### src/rtl/source_text_tokenizer_unit_assert.svh
// Assertion macros for the source text tokenizer.
// Included by files that carry concurrent checks; expects clk and rst_n in scope.
`ifndef SOURCE_TEXT_TOKENIZER_UNIT_ASSERT_SVH
`define SOURCE_TEXT_TOKENIZER_UNIT_ASSERT_SVH
`ifndef NO_ASSERTIONS
`define STT_ASSERT(lbl, prop, msg) \
  lbl: assert property (@(posedge clk) disable iff (!rst_n) prop) else $error(msg);
`define STT_ASSERT_ALWAYS(lbl, prop, msg) \
  lbl: assert property (@(posedge clk) prop) else $error(msg);
`else
`define STT_ASSERT(lbl, prop, msg)
`define STT_ASSERT_ALWAYS(lbl, prop, msg)
`endif
`endif

### src/rtl/stt_pkg.sv
// Shared types, token kind codes and keyword table of the source text tokenizer.
// No dependencies; every other file of the block but the assert header imports it.
`default_nettype none

package stt_pkg;

  localparam int DEF_OFFSET_WIDTH  = 24;
  localparam int DEF_LINE_WIDTH    = 20;
  localparam int DEF_COLUMN_WIDTH  = 16;
  localparam int DEF_KEYWORD_BYTES = 8;
  localparam int DEF_RESULT_DEPTH  = 4;

  localparam int BYTE_W       = 8;
  localparam int KIND_W       = 6;
  localparam int OUT_OFFSET_W = 24;
  localparam int OUT_LINE_W   = 20;
  localparam int OUT_COL_W    = 16;

  localparam logic [BYTE_W-1:0] CH_NL         = 8'h0A;
  localparam logic [BYTE_W-1:0] CH_UNDERSCORE = 8'h5F;

  typedef logic [KIND_W-1:0] kind_t;

  localparam kind_t KIND_END      = 6'd0;
  localparam kind_t KIND_LPAREN   = 6'd1;
  localparam kind_t KIND_RPAREN   = 6'd2;
  localparam kind_t KIND_PLUS     = 6'd3;
  localparam kind_t KIND_MINUS    = 6'd4;
  localparam kind_t KIND_STAR     = 6'd5;
  localparam kind_t KIND_SLASH    = 6'd6;
  localparam kind_t KIND_SEMI     = 6'd7;
  localparam kind_t KIND_COLON    = 6'd8;
  localparam kind_t KIND_ASSIGN   = 6'd9;
  localparam kind_t KIND_EQ_EQ    = 6'd10;
  localparam kind_t KIND_LBRACE   = 6'd11;
  localparam kind_t KIND_RBRACE   = 6'd12;
  localparam kind_t KIND_GT       = 6'd13;
  localparam kind_t KIND_GE       = 6'd14;
  localparam kind_t KIND_LT       = 6'd15;
  localparam kind_t KIND_LE       = 6'd16;
  localparam kind_t KIND_OR_OR    = 6'd17;
  localparam kind_t KIND_AND_AND  = 6'd18;
  localparam kind_t KIND_BANG     = 6'd19;
  localparam kind_t KIND_NE       = 6'd20;
  localparam kind_t KIND_INT      = 6'd21;
  localparam kind_t KIND_IDENT    = 6'd22;
  localparam kind_t KIND_KW_FIRST = 6'd23;
  localparam kind_t KIND_ERR_CHAR = 6'd31;
  localparam kind_t KIND_ERR_LONE = 6'd32;

  typedef enum logic [11:0] {
    MODE_IDLE    = 12'b0000_0000_0001,
    MODE_SLASH   = 12'b0000_0000_0010,
    MODE_COMMENT = 12'b0000_0000_0100,
    MODE_EQ      = 12'b0000_0000_1000,
    MODE_GT      = 12'b0000_0001_0000,
    MODE_LT      = 12'b0000_0010_0000,
    MODE_BAR     = 12'b0000_0100_0000,
    MODE_AMP     = 12'b0000_1000_0000,
    MODE_BANG    = 12'b0001_0000_0000,
    MODE_INT     = 12'b0010_0000_0000,
    MODE_IDENT   = 12'b0100_0000_0000,
    MODE_ERROR   = 12'b1000_0000_0000
  } mode_t;

  localparam int KW_COUNT   = 8;
  localparam int KW_MAX_LEN = 8;

  // Keywords in priority order: print, let, int, if, else, while, continue, break.
  localparam logic [BYTE_W-1:0] KW_TEXT [KW_COUNT][KW_MAX_LEN] = '{
    '{"p", "r", "i", "n", "t", 8'h00, 8'h00, 8'h00},
    '{"l", "e", "t", 8'h00, 8'h00, 8'h00, 8'h00, 8'h00},
    '{"i", "n", "t", 8'h00, 8'h00, 8'h00, 8'h00, 8'h00},
    '{"i", "f", 8'h00, 8'h00, 8'h00, 8'h00, 8'h00, 8'h00},
    '{"e", "l", "s", "e", 8'h00, 8'h00, 8'h00, 8'h00},
    '{"w", "h", "i", "l", "e", 8'h00, 8'h00, 8'h00},
    '{"c", "o", "n", "t", "i", "n", "u", "e"},
    '{"b", "r", "e", "a", "k", 8'h00, 8'h00, 8'h00}
  };
  localparam int KW_LEN [KW_COUNT] = '{5, 3, 3, 2, 4, 5, 8, 5};

  typedef struct packed {
    kind_t                   token_kind;
    logic [OUT_OFFSET_W-1:0] start_offset;
    logic [OUT_OFFSET_W-1:0] token_length;
    logic [OUT_LINE_W-1:0]   line_number;
    logic [OUT_COL_W-1:0]    column_number;
    logic                    last_of_run;
  } token_t;

  typedef struct packed {
    logic [1:0] count;
    token_t     first;
    token_t     second;
  } results_t;

endpackage

`default_nettype wire

### src/rtl/stt_in_if.sv
// Request channel carrying source bytes and the end marker into the tokenizer.
// Depends on stt_pkg for the byte width.
`default_nettype none

interface stt_in_if;
  import stt_pkg::*;

  logic              valid;
  logic              ready;
  logic [BYTE_W-1:0] byte_value;
  logic              end_marker;

  modport source (output valid, byte_value, end_marker, input ready);
  modport sink (input valid, byte_value, end_marker, output ready);
endinterface

`default_nettype wire

### src/rtl/stt_out_if.sv
// Request channel carrying tokens out of the tokenizer.
// Depends on stt_pkg for the field widths.
`default_nettype none

interface stt_out_if;
  import stt_pkg::*;

  logic                    valid;
  logic                    ready;
  kind_t                   token_kind;
  logic [OUT_OFFSET_W-1:0] start_offset;
  logic [OUT_OFFSET_W-1:0] token_length;
  logic [OUT_LINE_W-1:0]   line_number;
  logic [OUT_COL_W-1:0]    column_number;
  logic                    last_of_run;

  modport source (
    output valid, token_kind, start_offset, token_length, line_number, column_number,
           last_of_run,
    input  ready
  );
  modport sink (
    input  valid, token_kind, start_offset, token_length, line_number, column_number,
           last_of_run,
    output ready
  );
endinterface

`default_nettype wire

### src/rtl/stt_result_fifo.sv
// Small register queue of tokens: takes up to two per cycle, gives one per cycle.
// Depends on stt_pkg for the token and result group types.
`default_nettype none

module stt_result_fifo #(
  parameter int DEPTH = stt_pkg::DEF_RESULT_DEPTH
) (
  input  logic              clk,
  input  logic              rst_n,
  input  stt_pkg::results_t push,
  input  logic              pop,
  output stt_pkg::token_t   head,
  output logic              not_empty,
  output logic              room_for_two
);
  import stt_pkg::*;

  localparam int PTR_W = (DEPTH > 1) ? $clog2(DEPTH) : 1;
  localparam int CNT_W = $clog2(DEPTH + 1);

  function automatic logic [PTR_W-1:0] ptr_inc(input logic [PTR_W-1:0] p);
    return (p == PTR_W'(DEPTH - 1)) ? '0 : p + 1'b1;
  endfunction

  token_t            mem_r [DEPTH];
  logic [PTR_W-1:0]  wr_ptr_r, wr_ptr_nxt;
  logic [PTR_W-1:0]  rd_ptr_r, rd_ptr_nxt;
  logic [CNT_W-1:0]  count_r, count_nxt;
  logic [PTR_W-1:0]  wr_ptr_one;

  assign wr_ptr_one   = ptr_inc(wr_ptr_r);
  assign head         = mem_r[rd_ptr_r];
  assign not_empty    = (count_r != '0);
  assign room_for_two = (count_r <= CNT_W'(DEPTH - 2));

  always_comb begin
    unique case (push.count)
      2'd1:    wr_ptr_nxt = wr_ptr_one;
      2'd2:    wr_ptr_nxt = ptr_inc(wr_ptr_one);
      default: wr_ptr_nxt = wr_ptr_r;
    endcase
    rd_ptr_nxt = pop ? ptr_inc(rd_ptr_r) : rd_ptr_r;
    count_nxt  = count_r + CNT_W'(push.count) - CNT_W'(pop);
  end

  always_ff @(posedge clk) begin
    if (!rst_n) begin
      wr_ptr_r <= '0;
      rd_ptr_r <= '0;
      count_r  <= '0;
    end else begin
      wr_ptr_r <= wr_ptr_nxt;
      rd_ptr_r <= rd_ptr_nxt;
      count_r  <= count_nxt;
    end
  end

  always_ff @(posedge clk) begin
    if (push.count != 2'd0) begin
      mem_r[wr_ptr_r] <= push.first;
    end
    if (push.count == 2'd2) begin
      mem_r[wr_ptr_one] <= push.second;
    end
  end

endmodule

`default_nettype wire

### src/rtl/stt_lexer.sv
// Scanner state, position counters and keyword buffer; lexes one byte per enabled cycle.
// Depends on stt_pkg for mode, kind codes, keyword table and result types.
`default_nettype none

module stt_lexer #(
  parameter int OFFSET_WIDTH  = stt_pkg::DEF_OFFSET_WIDTH,
  parameter int LINE_WIDTH    = stt_pkg::DEF_LINE_WIDTH,
  parameter int COLUMN_WIDTH  = stt_pkg::DEF_COLUMN_WIDTH,
  parameter int KEYWORD_BYTES = stt_pkg::DEF_KEYWORD_BYTES
) (
  input  logic                      clk,
  input  logic                      rst_n,
  input  logic                      step_en,
  input  logic [stt_pkg::BYTE_W-1:0] byte_value,
  input  logic                      end_marker,
  output stt_pkg::results_t         results
);
  import stt_pkg::*;

  localparam int KIDX_W = $clog2(KEYWORD_BYTES);

  function automatic kind_t single_kind(input logic [BYTE_W-1:0] ch);
    unique case (ch)
      "(":     return KIND_LPAREN;
      ")":     return KIND_RPAREN;
      "+":     return KIND_PLUS;
      "-":     return KIND_MINUS;
      "*":     return KIND_STAR;
      ";":     return KIND_SEMI;
      ":":     return KIND_COLON;
      "{":     return KIND_LBRACE;
      "}":     return KIND_RBRACE;
      default: return KIND_END;
    endcase
  endfunction

  function automatic mode_t start_mode(input logic [BYTE_W-1:0] ch);
    unique case (ch)
      "/":     return MODE_SLASH;
      "=":     return MODE_EQ;
      ">":     return MODE_GT;
      "<":     return MODE_LT;
      "|":     return MODE_BAR;
      "&":     return MODE_AMP;
      "!":     return MODE_BANG;
      default: return MODE_IDLE;
    endcase
  endfunction

  mode_t                    mode_r, mode_nxt;
  logic [OFFSET_WIDTH-1:0]  off_r, off_nxt;
  logic [LINE_WIDTH-1:0]    line_r, line_nxt;
  logic [COLUMN_WIDTH-1:0]  col_r, col_nxt;
  logic [OFFSET_WIDTH-1:0]  tso_r, tso_nxt;
  logic [COLUMN_WIDTH-1:0]  tsc_r, tsc_nxt;
  logic [BYTE_W-1:0]        kbuf_r [KEYWORD_BYTES];

  logic                     is_nl, is_ws, is_dig, is_alpha;
  kind_t                    sk;
  mode_t                    sm;
  logic [OFFSET_WIDTH-1:0]  off_inc, held_len, pair_len, fresh_len;
  logic [LINE_WIDTH-1:0]    line_step;
  logic [COLUMN_WIDTH-1:0]  col_step;
  kind_t                    kw_kind;

  logic                     kb_we;
  logic [KIDX_W-1:0]        kb_idx;
  logic                     redo, pair_mode, pair_hit, bar_hit;
  logic                     a_en, b_en;
  kind_t                    a_kind, b_kind;
  logic [OFFSET_WIDTH-1:0]  a_len, b_len;
  token_t                   tok_a, tok_b;

  assign is_nl    = (byte_value == CH_NL);
  assign is_ws    = (byte_value == " ") || (byte_value >= 8'h09 && byte_value <= 8'h0D);
  assign is_dig   = (byte_value >= "0") && (byte_value <= "9");
  assign is_alpha = ((byte_value >= "a") && (byte_value <= "z")) ||
                    ((byte_value >= "A") && (byte_value <= "Z")) ||
                    (byte_value == CH_UNDERSCORE);
  assign sk       = single_kind(byte_value);
  assign sm       = start_mode(byte_value);

  assign off_inc   = (&off_r) ? off_r : off_r + 1'b1;
  assign line_step = !is_nl ? line_r : ((&line_r) ? line_r : line_r + 1'b1);
  assign col_step  = is_nl ? '0 : ((&col_r) ? col_r : col_r + 1'b1);
  assign held_len  = off_r - tso_r;
  assign pair_len  = off_inc - tso_r;
  assign fresh_len = off_inc - off_r;

  // Keyword match over the buffered first bytes; the earliest keyword in the table wins.
  always_comb begin
    logic hit;
    logic found;
    found   = 1'b0;
    kw_kind = KIND_IDENT;
    for (int k = 0; k < KW_COUNT; k++) begin
      hit = (held_len == OFFSET_WIDTH'(KW_LEN[k]));
      for (int i = 0; i < KW_MAX_LEN; i++) begin
        if (i < KW_LEN[k] && kbuf_r[i] != KW_TEXT[k][i]) begin
          hit = 1'b0;
        end
      end
      if (hit && !found) begin
        found   = 1'b1;
        kw_kind = KIND_KW_FIRST + kind_t'(k);
      end
    end
  end

  always_comb begin
    mode_nxt  = mode_r;
    off_nxt   = off_r;
    line_nxt  = line_r;
    col_nxt   = col_r;
    tso_nxt   = tso_r;
    tsc_nxt   = tsc_r;
    kb_we     = 1'b0;
    kb_idx    = held_len[KIDX_W-1:0];
    redo      = 1'b0;
    pair_mode = 1'b0;
    pair_hit  = (byte_value == "=");
    bar_hit   = 1'b0;
    a_en      = 1'b0;
    a_kind    = KIND_END;
    a_len     = held_len;
    b_en      = 1'b0;
    b_kind    = KIND_END;
    b_len     = fresh_len;

    if (step_en && end_marker) begin
      // A pending token is flushed, then the end token; every counter restarts.
      unique case (mode_r)
        MODE_SLASH: begin a_en = 1'b1; a_kind = KIND_SLASH; end
        MODE_EQ:    begin a_en = 1'b1; a_kind = KIND_ASSIGN; end
        MODE_GT:    begin a_en = 1'b1; a_kind = KIND_GT; end
        MODE_LT:    begin a_en = 1'b1; a_kind = KIND_LT; end
        MODE_BANG:  begin a_en = 1'b1; a_kind = KIND_BANG; end
        MODE_BAR, MODE_AMP: begin
          a_en   = 1'b1;
          a_kind = KIND_ERR_LONE;
          a_len  = OFFSET_WIDTH'(1);
        end
        MODE_INT:   begin a_en = 1'b1; a_kind = KIND_INT; end
        MODE_IDENT: begin a_en = 1'b1; a_kind = kw_kind; end
        default:    a_en = 1'b0;
      endcase
      b_en     = 1'b1;
      b_kind   = KIND_END;
      b_len    = '0;
      mode_nxt = MODE_IDLE;
      off_nxt  = '0;
      line_nxt = '0;
      col_nxt  = '0;
      tso_nxt  = '0;
      tsc_nxt  = '0;
    end else if (step_en) begin
      off_nxt  = off_inc;
      line_nxt = line_step;
      col_nxt  = col_step;
      unique case (mode_r)
        MODE_IDLE: redo = 1'b1;
        MODE_SLASH: begin
          if (byte_value == "/") begin
            mode_nxt = MODE_COMMENT;
          end else begin
            a_en   = 1'b1;
            a_kind = KIND_SLASH;
            redo   = 1'b1;
          end
        end
        MODE_COMMENT: begin
          if (is_nl) begin
            mode_nxt = MODE_IDLE;
          end
        end
        MODE_EQ: begin
          pair_mode = 1'b1;
          a_kind    = pair_hit ? KIND_EQ_EQ : KIND_ASSIGN;
        end
        MODE_GT: begin
          pair_mode = 1'b1;
          a_kind    = pair_hit ? KIND_GE : KIND_GT;
        end
        MODE_LT: begin
          pair_mode = 1'b1;
          a_kind    = pair_hit ? KIND_LE : KIND_LT;
        end
        MODE_BANG: begin
          pair_mode = 1'b1;
          a_kind    = pair_hit ? KIND_NE : KIND_BANG;
        end
        MODE_BAR, MODE_AMP: begin
          bar_hit = (mode_r == MODE_BAR) ? (byte_value == "|") : (byte_value == "&");
          a_en    = 1'b1;
          if (bar_hit) begin
            a_kind   = (mode_r == MODE_BAR) ? KIND_OR_OR : KIND_AND_AND;
            a_len    = pair_len;
            mode_nxt = MODE_IDLE;
          end else begin
            a_kind   = KIND_ERR_LONE;
            a_len    = OFFSET_WIDTH'(1);
            mode_nxt = MODE_ERROR;
          end
        end
        MODE_INT: begin
          if (!is_dig) begin
            a_en   = 1'b1;
            a_kind = KIND_INT;
            redo   = 1'b1;
          end
        end
        MODE_IDENT: begin
          if (is_alpha || is_dig) begin
            kb_we = (held_len < OFFSET_WIDTH'(KEYWORD_BYTES));
          end else begin
            a_en   = 1'b1;
            a_kind = kw_kind;
            redo   = 1'b1;
          end
        end
        default: mode_nxt = MODE_ERROR;
      endcase

      if (pair_mode) begin
        a_en = 1'b1;
        if (pair_hit) begin
          a_len    = pair_len;
          mode_nxt = MODE_IDLE;
        end else begin
          redo = 1'b1;
        end
      end

      // A byte seen in the idle state, or one that ended a pending token, is lexed afresh from the idle state.
      if (redo) begin
        if (!is_ws) begin
          tso_nxt = off_r;
          tsc_nxt = col_r;
        end
        mode_nxt = MODE_IDLE;
        priority if (is_ws) begin
          mode_nxt = MODE_IDLE;
        end else if (sk != KIND_END) begin
          b_en   = 1'b1;
          b_kind = sk;
        end else if (sm != MODE_IDLE) begin
          mode_nxt = sm;
        end else if (is_dig) begin
          mode_nxt = MODE_INT;
        end else if (is_alpha) begin
          mode_nxt = MODE_IDENT;
          kb_we    = 1'b1;
          kb_idx   = '0;
        end else begin
          b_en     = 1'b1;
          b_kind   = KIND_ERR_CHAR;
          mode_nxt = MODE_ERROR;
        end
      end
    end
  end

  always_comb begin
    tok_a.token_kind    = a_kind;
    tok_a.start_offset  = OUT_OFFSET_W'(tso_r);
    tok_a.token_length  = OUT_OFFSET_W'(a_len);
    tok_a.line_number   = OUT_LINE_W'(line_r);
    tok_a.column_number = OUT_COL_W'(tsc_r);
    tok_a.last_of_run   = !b_en;

    tok_b.token_kind    = b_kind;
    tok_b.start_offset  = OUT_OFFSET_W'(off_r);
    tok_b.token_length  = OUT_OFFSET_W'(b_len);
    tok_b.line_number   = OUT_LINE_W'(line_r);
    tok_b.column_number = OUT_COL_W'(col_r);
    tok_b.last_of_run   = 1'b1;

    results.second = tok_b;
    if (a_en) begin
      results.first = tok_a;
      results.count = b_en ? 2'd2 : 2'd1;
    end else begin
      results.first = tok_b;
      results.count = b_en ? 2'd1 : 2'd0;
    end
  end

  always_ff @(posedge clk) begin
    if (!rst_n) begin
      mode_r <= MODE_IDLE;
      off_r  <= '0;
      line_r <= '0;
      col_r  <= '0;
      tso_r  <= '0;
      tsc_r  <= '0;
    end else begin
      mode_r <= mode_nxt;
      off_r  <= off_nxt;
      line_r <= line_nxt;
      col_r  <= col_nxt;
      tso_r  <= tso_nxt;
      tsc_r  <= tsc_nxt;
    end
  end

  always_ff @(posedge clk) begin
    if (kb_we) begin
      kbuf_r[kb_idx] <= byte_value;
    end
  end

endmodule

`default_nettype wire

### src/rtl/source_text_tokenizer_unit.sv
// Top level of the source text tokenizer: input register, lexer and result queue.
// Depends on stt_pkg, stt_in_if, stt_out_if, stt_lexer, stt_result_fifo and the assert header.
//
// The tokenizer takes one source byte, or the end marker, per request and turns the stream
// into tokens with kind, start offset, length, line and start column. A request is
// accepted every cycle while the result queue has room for two tokens; it waits in the input
// register, is lexed once the queue has room, and its tokens reach the output the cycle after.
// Each request yields zero, one or two tokens, and the output drains one token per cycle while
// the output is ready, so the sustained rate is one byte per cycle and falls only while the
// requests yield tokens faster than the output takes them.
// Whitespace and line comments yield nothing; after an error token nothing is emitted
// until the end marker, which always closes with an end token and restarts the counters.
`default_nettype none

module source_text_tokenizer_unit #(
  parameter int OFFSET_WIDTH  = stt_pkg::DEF_OFFSET_WIDTH,
  parameter int LINE_WIDTH    = stt_pkg::DEF_LINE_WIDTH,
  parameter int COLUMN_WIDTH  = stt_pkg::DEF_COLUMN_WIDTH,
  parameter int KEYWORD_BYTES = stt_pkg::DEF_KEYWORD_BYTES,
  parameter int RESULT_DEPTH  = stt_pkg::DEF_RESULT_DEPTH
) (
  input  logic      clk,
  input  logic      rst_n,
  stt_in_if.sink    in_chan,
  stt_out_if.source out_chan
);
  import stt_pkg::*;

  logic              in_valid_r;
  logic [BYTE_W-1:0] in_byte_r;
  logic              in_end_r;
  logic              process;
  logic              room_for_two;
  logic              not_empty;
  logic              pop;
  results_t          lex_res;
  token_t            head;

  assign process       = in_valid_r && room_for_two;
  assign in_chan.ready = !in_valid_r || process;
  assign pop           = not_empty && out_chan.ready;

  always_ff @(posedge clk) begin
    if (!rst_n) begin
      in_valid_r <= 1'b0;
    end else if (in_chan.ready) begin
      in_valid_r <= in_chan.valid;
    end
  end

  always_ff @(posedge clk) begin
    if (in_chan.ready && in_chan.valid) begin
      in_byte_r <= in_chan.byte_value;
      in_end_r  <= in_chan.end_marker;
    end
  end

  stt_lexer #(
    .OFFSET_WIDTH  (OFFSET_WIDTH),
    .LINE_WIDTH    (LINE_WIDTH),
    .COLUMN_WIDTH  (COLUMN_WIDTH),
    .KEYWORD_BYTES (KEYWORD_BYTES)
  ) u_lexer (
    .clk        (clk),
    .rst_n      (rst_n),
    .step_en    (process),
    .byte_value (in_byte_r),
    .end_marker (in_end_r),
    .results    (lex_res)
  );

  stt_result_fifo #(
    .DEPTH (RESULT_DEPTH)
  ) u_result_fifo (
    .clk          (clk),
    .rst_n        (rst_n),
    .push         (lex_res),
    .pop          (pop),
    .head         (head),
    .not_empty    (not_empty),
    .room_for_two (room_for_two)
  );

  assign out_chan.valid         = not_empty;
  assign out_chan.token_kind    = head.token_kind;
  assign out_chan.start_offset  = head.start_offset;
  assign out_chan.token_length  = head.token_length;
  assign out_chan.line_number   = head.line_number;
  assign out_chan.column_number = head.column_number;
  assign out_chan.last_of_run   = head.last_of_run;

`include "source_text_tokenizer_unit_assert.svh"

  `STT_ASSERT(a_held_request_stays, in_valid_r && !process |=> in_valid_r && $stable(in_byte_r) && $stable(in_end_r), "stalled request lost from the input register")
  `STT_ASSERT(a_end_closes_run, process && in_end_r |-> lex_res.count != 2'd0 && ((lex_res.count == 2'd2) ? (lex_res.second.token_kind == KIND_END) : (lex_res.first.token_kind == KIND_END)), "end marker did not close with an end token")
  `STT_ASSERT_ALWAYS(a_pair_marks_last, lex_res.count == 2'd2 |-> !lex_res.first.last_of_run && lex_res.second.last_of_run, "last_of_run misplaced in a token pair")

endmodule

`default_nettype wire
### src/flat_wrapper.sv
// flat-port wrapper written by rule: the top's interface ports become plain ports
module source_text_tokenizer_unit_flat import stt_pkg::*;
#(
  parameter int OFFSET_WIDTH  = stt_pkg::DEF_OFFSET_WIDTH,
  parameter int LINE_WIDTH    = stt_pkg::DEF_LINE_WIDTH,
  parameter int COLUMN_WIDTH  = stt_pkg::DEF_COLUMN_WIDTH,
  parameter int KEYWORD_BYTES = stt_pkg::DEF_KEYWORD_BYTES,
  parameter int RESULT_DEPTH  = stt_pkg::DEF_RESULT_DEPTH
)
  (clk, rst_n, in_chan_valid, in_chan_byte_value, in_chan_end_marker, in_chan_ready, out_chan_valid, out_chan_token_kind, out_chan_start_offset, out_chan_token_length, out_chan_line_number, out_chan_column_number, out_chan_last_of_run, out_chan_ready);
  stt_in_if in_chan_i ();
  stt_out_if out_chan_i ();
  input  logic clk;
  input  logic rst_n;
  input wire logic [$bits(in_chan_i.valid)-1:0] in_chan_valid;
  input wire logic [$bits(in_chan_i.byte_value)-1:0] in_chan_byte_value;
  input wire logic [$bits(in_chan_i.end_marker)-1:0] in_chan_end_marker;
  output wire logic [$bits(in_chan_i.ready)-1:0] in_chan_ready;
  output wire logic [$bits(out_chan_i.valid)-1:0] out_chan_valid;
  output wire logic [$bits(out_chan_i.token_kind)-1:0] out_chan_token_kind;
  output wire logic [$bits(out_chan_i.start_offset)-1:0] out_chan_start_offset;
  output wire logic [$bits(out_chan_i.token_length)-1:0] out_chan_token_length;
  output wire logic [$bits(out_chan_i.line_number)-1:0] out_chan_line_number;
  output wire logic [$bits(out_chan_i.column_number)-1:0] out_chan_column_number;
  output wire logic [$bits(out_chan_i.last_of_run)-1:0] out_chan_last_of_run;
  input wire logic [$bits(out_chan_i.ready)-1:0] out_chan_ready;
  assign in_chan_i.valid = in_chan_valid;
  assign in_chan_i.byte_value = in_chan_byte_value;
  assign in_chan_i.end_marker = in_chan_end_marker;
  assign in_chan_ready = in_chan_i.ready;
  assign out_chan_valid = out_chan_i.valid;
  assign out_chan_token_kind = out_chan_i.token_kind;
  assign out_chan_start_offset = out_chan_i.start_offset;
  assign out_chan_token_length = out_chan_i.token_length;
  assign out_chan_line_number = out_chan_i.line_number;
  assign out_chan_column_number = out_chan_i.column_number;
  assign out_chan_last_of_run = out_chan_i.last_of_run;
  assign out_chan_i.ready = out_chan_ready;
  source_text_tokenizer_unit #(.OFFSET_WIDTH(OFFSET_WIDTH), .LINE_WIDTH(LINE_WIDTH), .COLUMN_WIDTH(COLUMN_WIDTH), .KEYWORD_BYTES(KEYWORD_BYTES), .RESULT_DEPTH(RESULT_DEPTH)) u_core (.clk(clk), .rst_n(rst_n), .in_chan(in_chan_i), .out_chan(out_chan_i));
endmodule
### config.mk
export PLATFORM = sky130hd
export DESIGN_NAME = source_text_tokenizer_unit_flat
export DESIGN_NICKNAME = d
export VERILOG_FILES = /design/src/rtl/stt_pkg.sv /design/src/rtl/stt_in_if.sv /design/src/rtl/stt_out_if.sv /design/src/rtl/stt_result_fifo.sv /design/src/rtl/stt_lexer.sv /design/src/rtl/source_text_tokenizer_unit.sv /design/src/flat_wrapper.sv
export VERILOG_INCLUDE_DIRS = /design/src /design/src/rtl
export SDC_FILE = /design/constraint.sdc
export NUM_CORES = 1
export LEC_CHECK = 0
export BUFFER_PORTS_ARGS = -buffer_cell sky130_fd_sc_hd__clkbuf_2
export CORE_MARGIN = 2
export CORE_UTILIZATION = 25
export CTS_CLUSTER_SIZE = 14
export DETAILED_ROUTE_END_ITERATION = 6
export PLACE_DENSITY = 0.52
export SETUP_SLACK_MARGIN = 0.15
export SLEW_MARGIN = 20
export SYNTH_ARGS = -nofsm -noshare
export SYNTH_HDL_FRONTEND = slang
export SYNTH_HIERARCHICAL = 1
export SYNTH_SLANG_ARGS = --single-unit
### constraint.sdc
create_clock -name clk -period 9.91 [get_ports clk]
set_input_delay 1.4865 -clock clk [delete_from_list [all_inputs] [get_ports clk]]
set_output_delay 1.4865 -clock clk [all_outputs]
set_load 0.02 [all_outputs]
=== Yosys cells after proc, flatten, opt, wreduce, memory -nomap -nowiden ===
Memories as Yosys holds them, arrays and structs flattened. A register that Yosys moved wholly into a read port is not among the register bits.
Index checks and enable logic that the tools add are counted.

* Word-level logic and storage cells: 309
* Bits in read-only memories: 0
* Register bits after elaboration: 129
* Bits of input ports: 13
* Bits in writable memories: 428
* Memories: 2
* Latch bits: 0

* Add/sub/neg operators: 11
* Div/mod/pow operators: 0
* Reduce and logical (&&, ||, !) cells: 44
* Muxes and demuxes: 154
* Multipliers: 0
* Shifts and indexed selects: 0
* Eq/ne operators: 73
* Bitwise operators: 3
* Order comparisons: 10

{| class="wikitable"
|+ Memories
! name !! words !! bits a word !! read ports !! clocked after memory_dff !! write ports !! RTL line !! RTL
|-
| u_core.u_result_fifo.mem_r || 4 || 91 || 1 || 1 || 2 || stt_result_fifo.sv:25 || <nowiki>token_t mem_r [DEPTH];</nowiki>
|-
| u_core.u_lexer.kbuf_r || 8 || 8 || 8 || 0 || 1 || stt_lexer.sv:56 || <nowiki>logic [BYTE_W-1:0] kbuf_r [KEYWORD_BYTES];</nowiki>
|}

{| class="wikitable"
|+ Operators with widths
! cell !! number
|-
| inequality test 8 x 7 -> 1 bit, second input constant || 31
|-
| 2-to-1 mux 24 bit || 9
|-
| 2-to-1 mux 12 bit || 11
|-
| equality test 8 x 6 -> 1 bit, second input constant || 14
|-
| case mux 6 bit (8 select lines) || 2
|-
| 2-to-1 mux 93 bit || 1
|-
| 2-to-1 mux 1 bit || 83
|-
| subtractor 24 bit || 3
|-
| case mux 9 bit (7 select lines) || 1
|-
| 2-to-1 mux 5 bit || 10
|-
| equality test 24 x 2 -> 1 bit, second input constant || 2
|-
| equality test 24 x 3 -> 1 bit, second input constant || 2
|-
| 2-to-1 mux 6 bit || 8
|-
| case mux 12 bit (4 select lines) || 1
|-
| case mux 4 bit (9 select lines) || 1
|-
| equality test 8 x 7 -> 1 bit, second input constant || 4
|-
| 2-to-1 mux 16 bit || 2
|-
| 2-to-1 mux 3 bit || 10
|-
| adder 24 x 1 -> 24 bit, second input constant || 1
|-
| equality test 24 x 4 -> 1 bit, second input constant || 1
|-
| < comparator 24 x 4 -> 1 bit, second input constant || 1
|-
| AND reduction 24 bit || 1
|-
| adder 20 x 1 -> 20 bit, second input constant || 1
|-
| AND reduction 20 bit || 1
|-
| 45 further kinds || 94
|}

=== Logic depth before layout (Yosys ltp) ===
Gate-level depths: netlist (run 1).

* Depth after elaboration: 37
* Depth in mapped cells: 19
* Mapped depth without buffers: 19

=== Hierarchy ===
The synthesis (run 1) kept the hierarchy.

{| class="wikitable"
|+ By module, submodules not included
! module !! area an instance (um^2) !! sequential area each (um^2) !! instances !! cells an instance
|-
| stt_result_fifo || 18213.7 || 11110.7 || 1 || 940
|-
| stt_lexer || 13734.4 || 4164.0 || 1 || 1746
|-
| source_text_tokenizer_unit || 341.6 || 290.3 || 1 || 16
|}

=== Worst setup path after synthesis (run 1) ===
OpenSTA, ideal clock, no wires.

* Path type: reg-to-reg
* From: reg u_core.in_byte_r[5]
* To: mem u_core/u_result_fifo/mem_r[0][0] in the netlist's numbering, enable pin
* Slack: -0.437 ns
* Data required time: 9.244 ns
* Buffers on the path: 3
* Data arrival time: 9.681 ns
* Clock period less this slack: 10.347 ns
* Cell stages (with the launch flop): 15
* Cell sequence: edfxtp_1 -> clkbuf_1 -> or4b_2 -> clkbuf_1 -> nor3_1 -> nand2b_1 -> and2_1 -> a31oi_1 -> nand2_1 -> clkbuf_1 -> o21ai_0 -> ha_1 -> inv_1 -> ha_1 -> o21ai_0

{| class="wikitable"
|+ RTL lines
! element !! RTL line !! RTL
|-
| from (decl) || source_text_tokenizer_unit.sv:30 || <nowiki>logic [BYTE_W-1:0] in_byte_r;</nowiki>
|-
| from (signal assigned) || source_text_tokenizer_unit.sv:53 || <nowiki>in_byte_r <= in_chan.byte_value;</nowiki>
|-
| to (decl) || stt_result_fifo.sv:25 ||
|}

==> results of run 1 <==
[layer usage]
| metal | track usage [%] | up-vias |
|---|---|---|
| li1 | - | 10300 |
| met1 | 19.2 | 10900 |
| met2 | 22.7 | 577 |
| met3 | 2.10 | 118 |
| met4 | 3.74 | 2 |
| met5 | 0 | - |
[cell families (layout without fill, tap and decap cells)]
kind of cell | count (synthesis) | count (layout) | synth area share (%)
adders and majority gates | 89 | 89 | 3.54
buffers and inverters | 267 | 356 | 4.74
muxes | 480 | 480 | 19.9
AOI/OAI and AO/OA | 435 | 435 | 8.61
and+or+nand+nor | 750 | 750 | 11.7
xor gates and xnor gates | 120 | 120 | 3.25
DFF | 559 | 559 | 48.2
other | 2 | 2 | 0.0233
[worst paths after layout]
kind / start / slack [ns] / endpoint / cells after the start
setup reg to reg: u_core/in_byte_r[6] / 3.49 / u_core/u_result_fifo/mem_r[1][84] / 13
hold reg to reg: u_core/u_lexer/tsc_r[12] / 0.45 / u_core/u_lexer/tsc_r[12] / 2
setup / recovery: u_core/in_byte_r[6] / 3.49 / u_core/u_result_fifo/mem_r[1][84] / 13
hold / removal: u_core/u_lexer/tsc_r[12] / 0.45 / u_core/u_lexer/tsc_r[12] / 2
[stage by stage]
step | instances | setup TNS, ns
after floorplan | 2702 | -118.77
after global placement | 4330 | 0
after detailed placement | 4330 | 0
after CTS | 4453 | 0
after global routing | 4453 | 0
final | 4453 | 0
[power by group]
group	switching (uW)	internal [uW]	leakage [uW]
sequential	107	2780	0.00527
clock	1000	1390	0.00103
combinational	1190	734	0.00673
total	2300	4910	0.0130
[state kept, by name, indices dropped and copies added (netlist names), named ones only]
register                       count
u_core/u_result_fifo/mem_r       364
u_core/u_lexer/kbuf_r             64
u_core/u_lexer/off_r              24
u_core/u_lexer/tso_r              24
u_core/u_lexer/line_r             20
u_core/u_lexer/col_r              16
u_core/u_lexer/tsc_r              16
u_core/u_lexer/mode_r             12
u_core/in_byte_r                   8
u_core/u_result_fifo/count_r       3
u_core/u_result_fifo/rd_ptr_r      2
u_core/u_result_fifo/wr_ptr_r      2
u_core/in_end_r                    1
u_core/in_valid_r                  1
[layout by cell type, fill, tap and decap left out, drive strengths merged, types with 27 or more instances in the layout]
master  Yosys  routed
nor2      163     163
mux4       91      91
buf       108      34
dfxtp     122     122
edfxtp    437     437
nand2     230     230
nand4      27      27
mux2      382     382
xor2       33      33
nand3      59      59
nor3       52      52
a21oi     129     129
o21ai     111     111
clkbuf     65     201
inv        92      97
xnor2      87      87
ha         85      85
nor4       27      27
[area by class of cell]
class                           instances  area share (%)
Multi-Input combinational cell       1876            42.2
Timing Repair Buffer                  139            2.22
Tap cell                             1662            5.74
Clock inverter                         27           0.767
Clock buffer                           96            5.10
Inverter                               94           0.974
Sequential cell                       559            43.0
[worst register-to-register path, stage by stage, from the launching register on]
cell and delay [ns]:
edfxtp_1 0.68, or4b_2 0.85, nor3_1 0.51, nand2b_1 0.19, and3_1 0.18, a21o_2 0.15
inv_2 0.03, buf_4 0.34, ha_1 0.43, inv_1 0.09, ha_1 0.44, nand2_4 0.65
o21ai_4 0.64, buf_4 0.82
==> results.toml, run 1 <==
[status]
status = "finished, final reports clean"

[final_layout]
diodes = 0
register_area_um2 = 15600
num-fill-cells = 13200
multiInputGateArea_um2 = 15300
final_core_util_pct = 28.3
syn_to_final_growth_pct = 12.2
drive_gt1_share_pct = 26.9
final_nets = 2840
stdcell_area_um2 = 36200

[synth]
syn-num-nets = 2804
synth-edff-count = 437
syn-cell-area_um2 = 32300
synth_area_leaders = "edfxtp_1, mux2_2, dfxtp_1, mux4_2, ha_1"
synth.avg_cell_area_um2 = 12.0
yosysMostFrequentCell = "edfxtp_1"
synthTopCellsByCount = "edfxtp_1, mux2_2, nand2_1, nor2_1, a21oi_1"
yosys_warnings = 6
synth_top_area_share_pct = 40.6
yosys.area.top_type = "edfxtp_1"
synthFlopType = "edfxtp_1"
yosysSeqAreaShare_pct = 48.2
synth-seq-cells = 559
synth.distinct_cells = 95
netlist_instances = 2702
async_flop_share_pct = 0

[detailed_routing]
wl_per_cell_um = 20.9
routed.top_layer = "met5"
wl_met2_mm = 43.2
m1WireLength_mm = 43.3
drt-initial-drc-count = 1737
antenna_left = 0
wl_met3_mm = 4.58
dr.pass1.iters = 6
drc = 0
vias_per_cell = 4.91
routed_wl_mm = 92.9
via_count = 21900

[worst_setup_path]
required_ns = 10.15
crit_buf_inv = 4
end_kind = "flop"
crit_slowest_cell = "or4b_2"
critPathMaxStageDelay_ns = 0.84
arrival_ns = 6.65
cp_cell_sequence = "or4b_2 > nor3_1 > nand2b_1 > and3_1 > a21o_2 > inv_2 > buf_4 > ha_1 > inv_1 > ha_1 > nand2_4 > o21ai_4 > buf_4"
critical_path.max_fanout = 63
crit_family = "simple AND/OR/NAND/NOR gates"
cp-start-kind = "flop"
crit_type = "flop to flop"

[timing]
relSlewSlack_pct = 28.0
fin_crit_sh_pct = 64.8
finalHoldViolations = 0
tightest_slew_ns = 1.07
max_freq_mhz = 156
rsz0062_at_grt = "false"
finClkSkew_ns = 0.0269
min_period_ns = 6.42
worst_slack_ns = 3.49
setup_violations = 0
hold_ws_ns = 0.446
finalMaxSlewViolations = 0

[die]
initial_core_util_pct = 25.3
die_w_um = 363
core_um2 = 128000
rows = 131
die_h_um = 363
pin_count = 106
dieArea_um2 = 132000

[clock_network]
h-tree-depth = 3
cts_resized = 0
numCtsBuffers = 68
postCtsSetupBuffers = 0
insertion_delay_ns = 0.62
cts_buffer_depth = 3
cts_tree = "built"
clk_pin_slew_ns = 0.06
ctsHoldBuffers = 0
root_buffer = "clkbuf_16"
clock_sinks = 559

[job]
maxCapViolCount = 0

[grt]
grt_pass1_vias = 22000
grt_pass1_wl_mm = 141
gr-total-overflow = 0
grt_max_degree = 82
grt.total_usage_pct = 14.0
antenna_found_initial = 1

[placement]
dp_hpwl_mm = 62.7
place_worst_setup_slack_ns = 3.48
placed_area_um2 = 34100
place_congestion = 0.900
portBuffers = 105

[power]
ir_worst_vdd_v = 0.000107
power.total_uw = 7210
power_density_nw_per_um2 = 199
leakage_uw = 0.0130

[hold_path]
hold_path_class = "flop to flop"
(Power assumes the default switching activity.)
==> run 2: changes to the inputs <==
--- a/config.mk
+++ b/config.mk
@@ -11,7 +11,7 @@
 export CORE_UTILIZATION = 25
 export CTS_CLUSTER_SIZE = 14
 export DETAILED_ROUTE_END_ITERATION = 6
-export PLACE_DENSITY = 0.52
+export PLACE_DENSITY = 0.51
 export SETUP_SLACK_MARGIN = 0.15
 export SLEW_MARGIN = 20
 export SYNTH_ARGS = -nofsm -noshare
==> constraint.sdc (replaced) <==
create_clock -name clk -period 6.4 [get_ports clk]
set_input_delay 0.96 -clock clk [delete_from_list [all_inputs] [get_ports clk]]
set_output_delay 0.96 -clock clk [all_outputs]
set_load 0.02 [all_outputs]
==> results.toml, run 2 (synthesis gave the netlist of run 1 again) <==
[clock_network]
numCtsBuffers = 68
insertion_delay_ns = 0.64
cts_tree = "built"
postCtsSetupBuffers = 0
h-tree-depth = 3
cts_buffer_depth = 3
clk_pin_slew_ns = 0.06
clock_sinks = 559
root_buffer = "clkbuf_16"

[hold_path]
hold_path_class = "flop to flop"
hold_start = "u_core/u_lexer/tsc_r[13]"

[die]
initial_core_util_pct = 25.3
dieArea_um2 = 132000
die_w_um = 363
core_um2 = 128000
die_h_um = 363
rows = 131
pin_count = 106

[detailed_routing]
routed_wl_mm = 94.5
drt-initial-drc-count = 1807
dr.pass1.iters = 5
wl_per_cell_um = 21.1
vias_per_cell = 4.93
via_count = 22100
antenna_left = 0
drc = 0

[final_layout]
diodes = 0
final_core_util_pct = 28.7
layout_commonest_cell = "edfxtp_1"
layout_common_cells = "edfxtp_1, mux2_2, nand2_1, nor2_1, a21oi_1"
largest_register_ff_count = 364
num-fill-cells = 13200
final_nets = 2864
drive_gt1_share_pct = 27.8
top_regs = "u_core/u_result_fifo/mem_r x364, u_core/u_lexer/kbuf_r x64"
largest_register = "u_core/u_result_fifo/mem_r"
fin_cells = 4479
syn_to_final_growth_pct = 13.6

[placement]
portBuffers = 105
place_inst = 4353
place_congestion = 0.921
place_worst_setup_slack_ns = 0.515
dp_hpwl_mm = 64.3

[status]
status = "finished, final reports clean"

[timing]
finalHoldViolations = 0
finClkSkew_ns = 0.0392
max_freq_mhz = 174
rsz0062_at_grt = "false"
setup_violations = 0
worst_slack_ns = 0.662
fin_crit_sh_pct = 89.7
relSlewSlack_pct = 26.6
min_period_ns = 5.74
finalMaxSlewViolations = 0
tightest_slew_ns = 1.09

[grt]
grt_max_degree = 92
grt.total_usage_pct = 14.2
grt_pass1_vias = 22200
gr-total-overflow = 0
grt_pass1_wl_mm = 143
antenna_found_initial = 1

[worst_setup_path]
end_kind = "flop"
critical_path.max_fanout = 11
reg2reg_from = "u_core/u_lexer/off_r[1]"
required_ns = 6.78
cp-start-kind = "flop"
arrival_ns = 6.12
crit_type = "flop to flop"
setup.worst_path.start = "u_core/u_lexer/off_r[1]"

[power]
ir_worst_vdd_v = 0.000223
leakage_uw = 0.0133
power_density_nw_per_um2 = 312

[job]
maxCapViolCount = 0
==> run 2: repair_timing <==
action / CTS / global route
endpoints found under the setup margin: 0 / 22
endpoints found under the hold margin: 0 / 0
hold buffers: 0 / 0
resized for setup: 0 / 1
==> run 2: power breakdown <==
part	internal, uW	switching, uW	leakage [uW]	total, uW
registers	4300	156	0.00527	4460
clock network	2330	1630	0.00111	3960
logic	1160	1850	0.00688	3010
==> run 2: worst paths after layout <==
check | endpoint | slack (ns) | cells after the start
max | u_core/u_result_fifo/mem_r[3][59] | 0.66 | 17
min | u_core/u_lexer/tsc_r[13] | 0.45 | 2
max reg2reg | u_core/u_result_fifo/mem_r[3][59] | 0.66 | 17
min reg2reg | u_core/u_lexer/tsc_r[13] | 0.45 | 2
==> run 2: metal layers <==
layer / track usage, % / part of all wire, % / up-vias
met5: 0 / 0 / -
met4: 4.32 / 2.5 / 0
met3: 1.85 / 4.3 / 131
met2: 22.5 / 46 / 551
met1: 19.9 / 48 / 11000
li1: - / - / 10400
==> run 2: layout make-up <==
cell class | count | area, um2 | area share (%)
clock buffers | 86 | 1810 | 4.94
clock inverters | 39 | 492 | 1.34
inverters | 94 | 353 | 0.962
multi-input cells | 1876 | 15300 | 41.7
flip-flops and latches | 559 | 15600 | 42.5
well taps | 1662 | 2080 | 5.67
repair buffers | 163 | 1080 | 2.95
==> run 2: per-stage QoR <==
stage	TNS (ns)	power [uW]	hold WS (ns)	cell area, um2
final	0	11400	0.451	36700
after global routing	0	12000	0.469	36700
after CTS	0	11600	0.451	36600
after detailed placement	0	7590	0.444	34300
after global placement	0	7570	0.436	34300
after floorplan	-545.12	6550	0.428	32300
==> run 2: worst max-delay path, cell delays in order, from the launching register on <==
cell,delay (ns)
dfxtp_1,0.57
ha_1,0.28
nand4_1,0.13
nor4_2,0.41
nand3_1,0.36
nand2_1,0.23
xnor2_1,0.17
ha_1,0.30
nor2b_1,0.18
o31ai_1,0.37
a21oi_1,0.20
o41ai_1,0.61
o211ai_1,0.35
a21o_1,0.24
a311oi_1,0.42
o2bb2ai_1,0.13
a21o_1,0.24
mux2_2,0.29
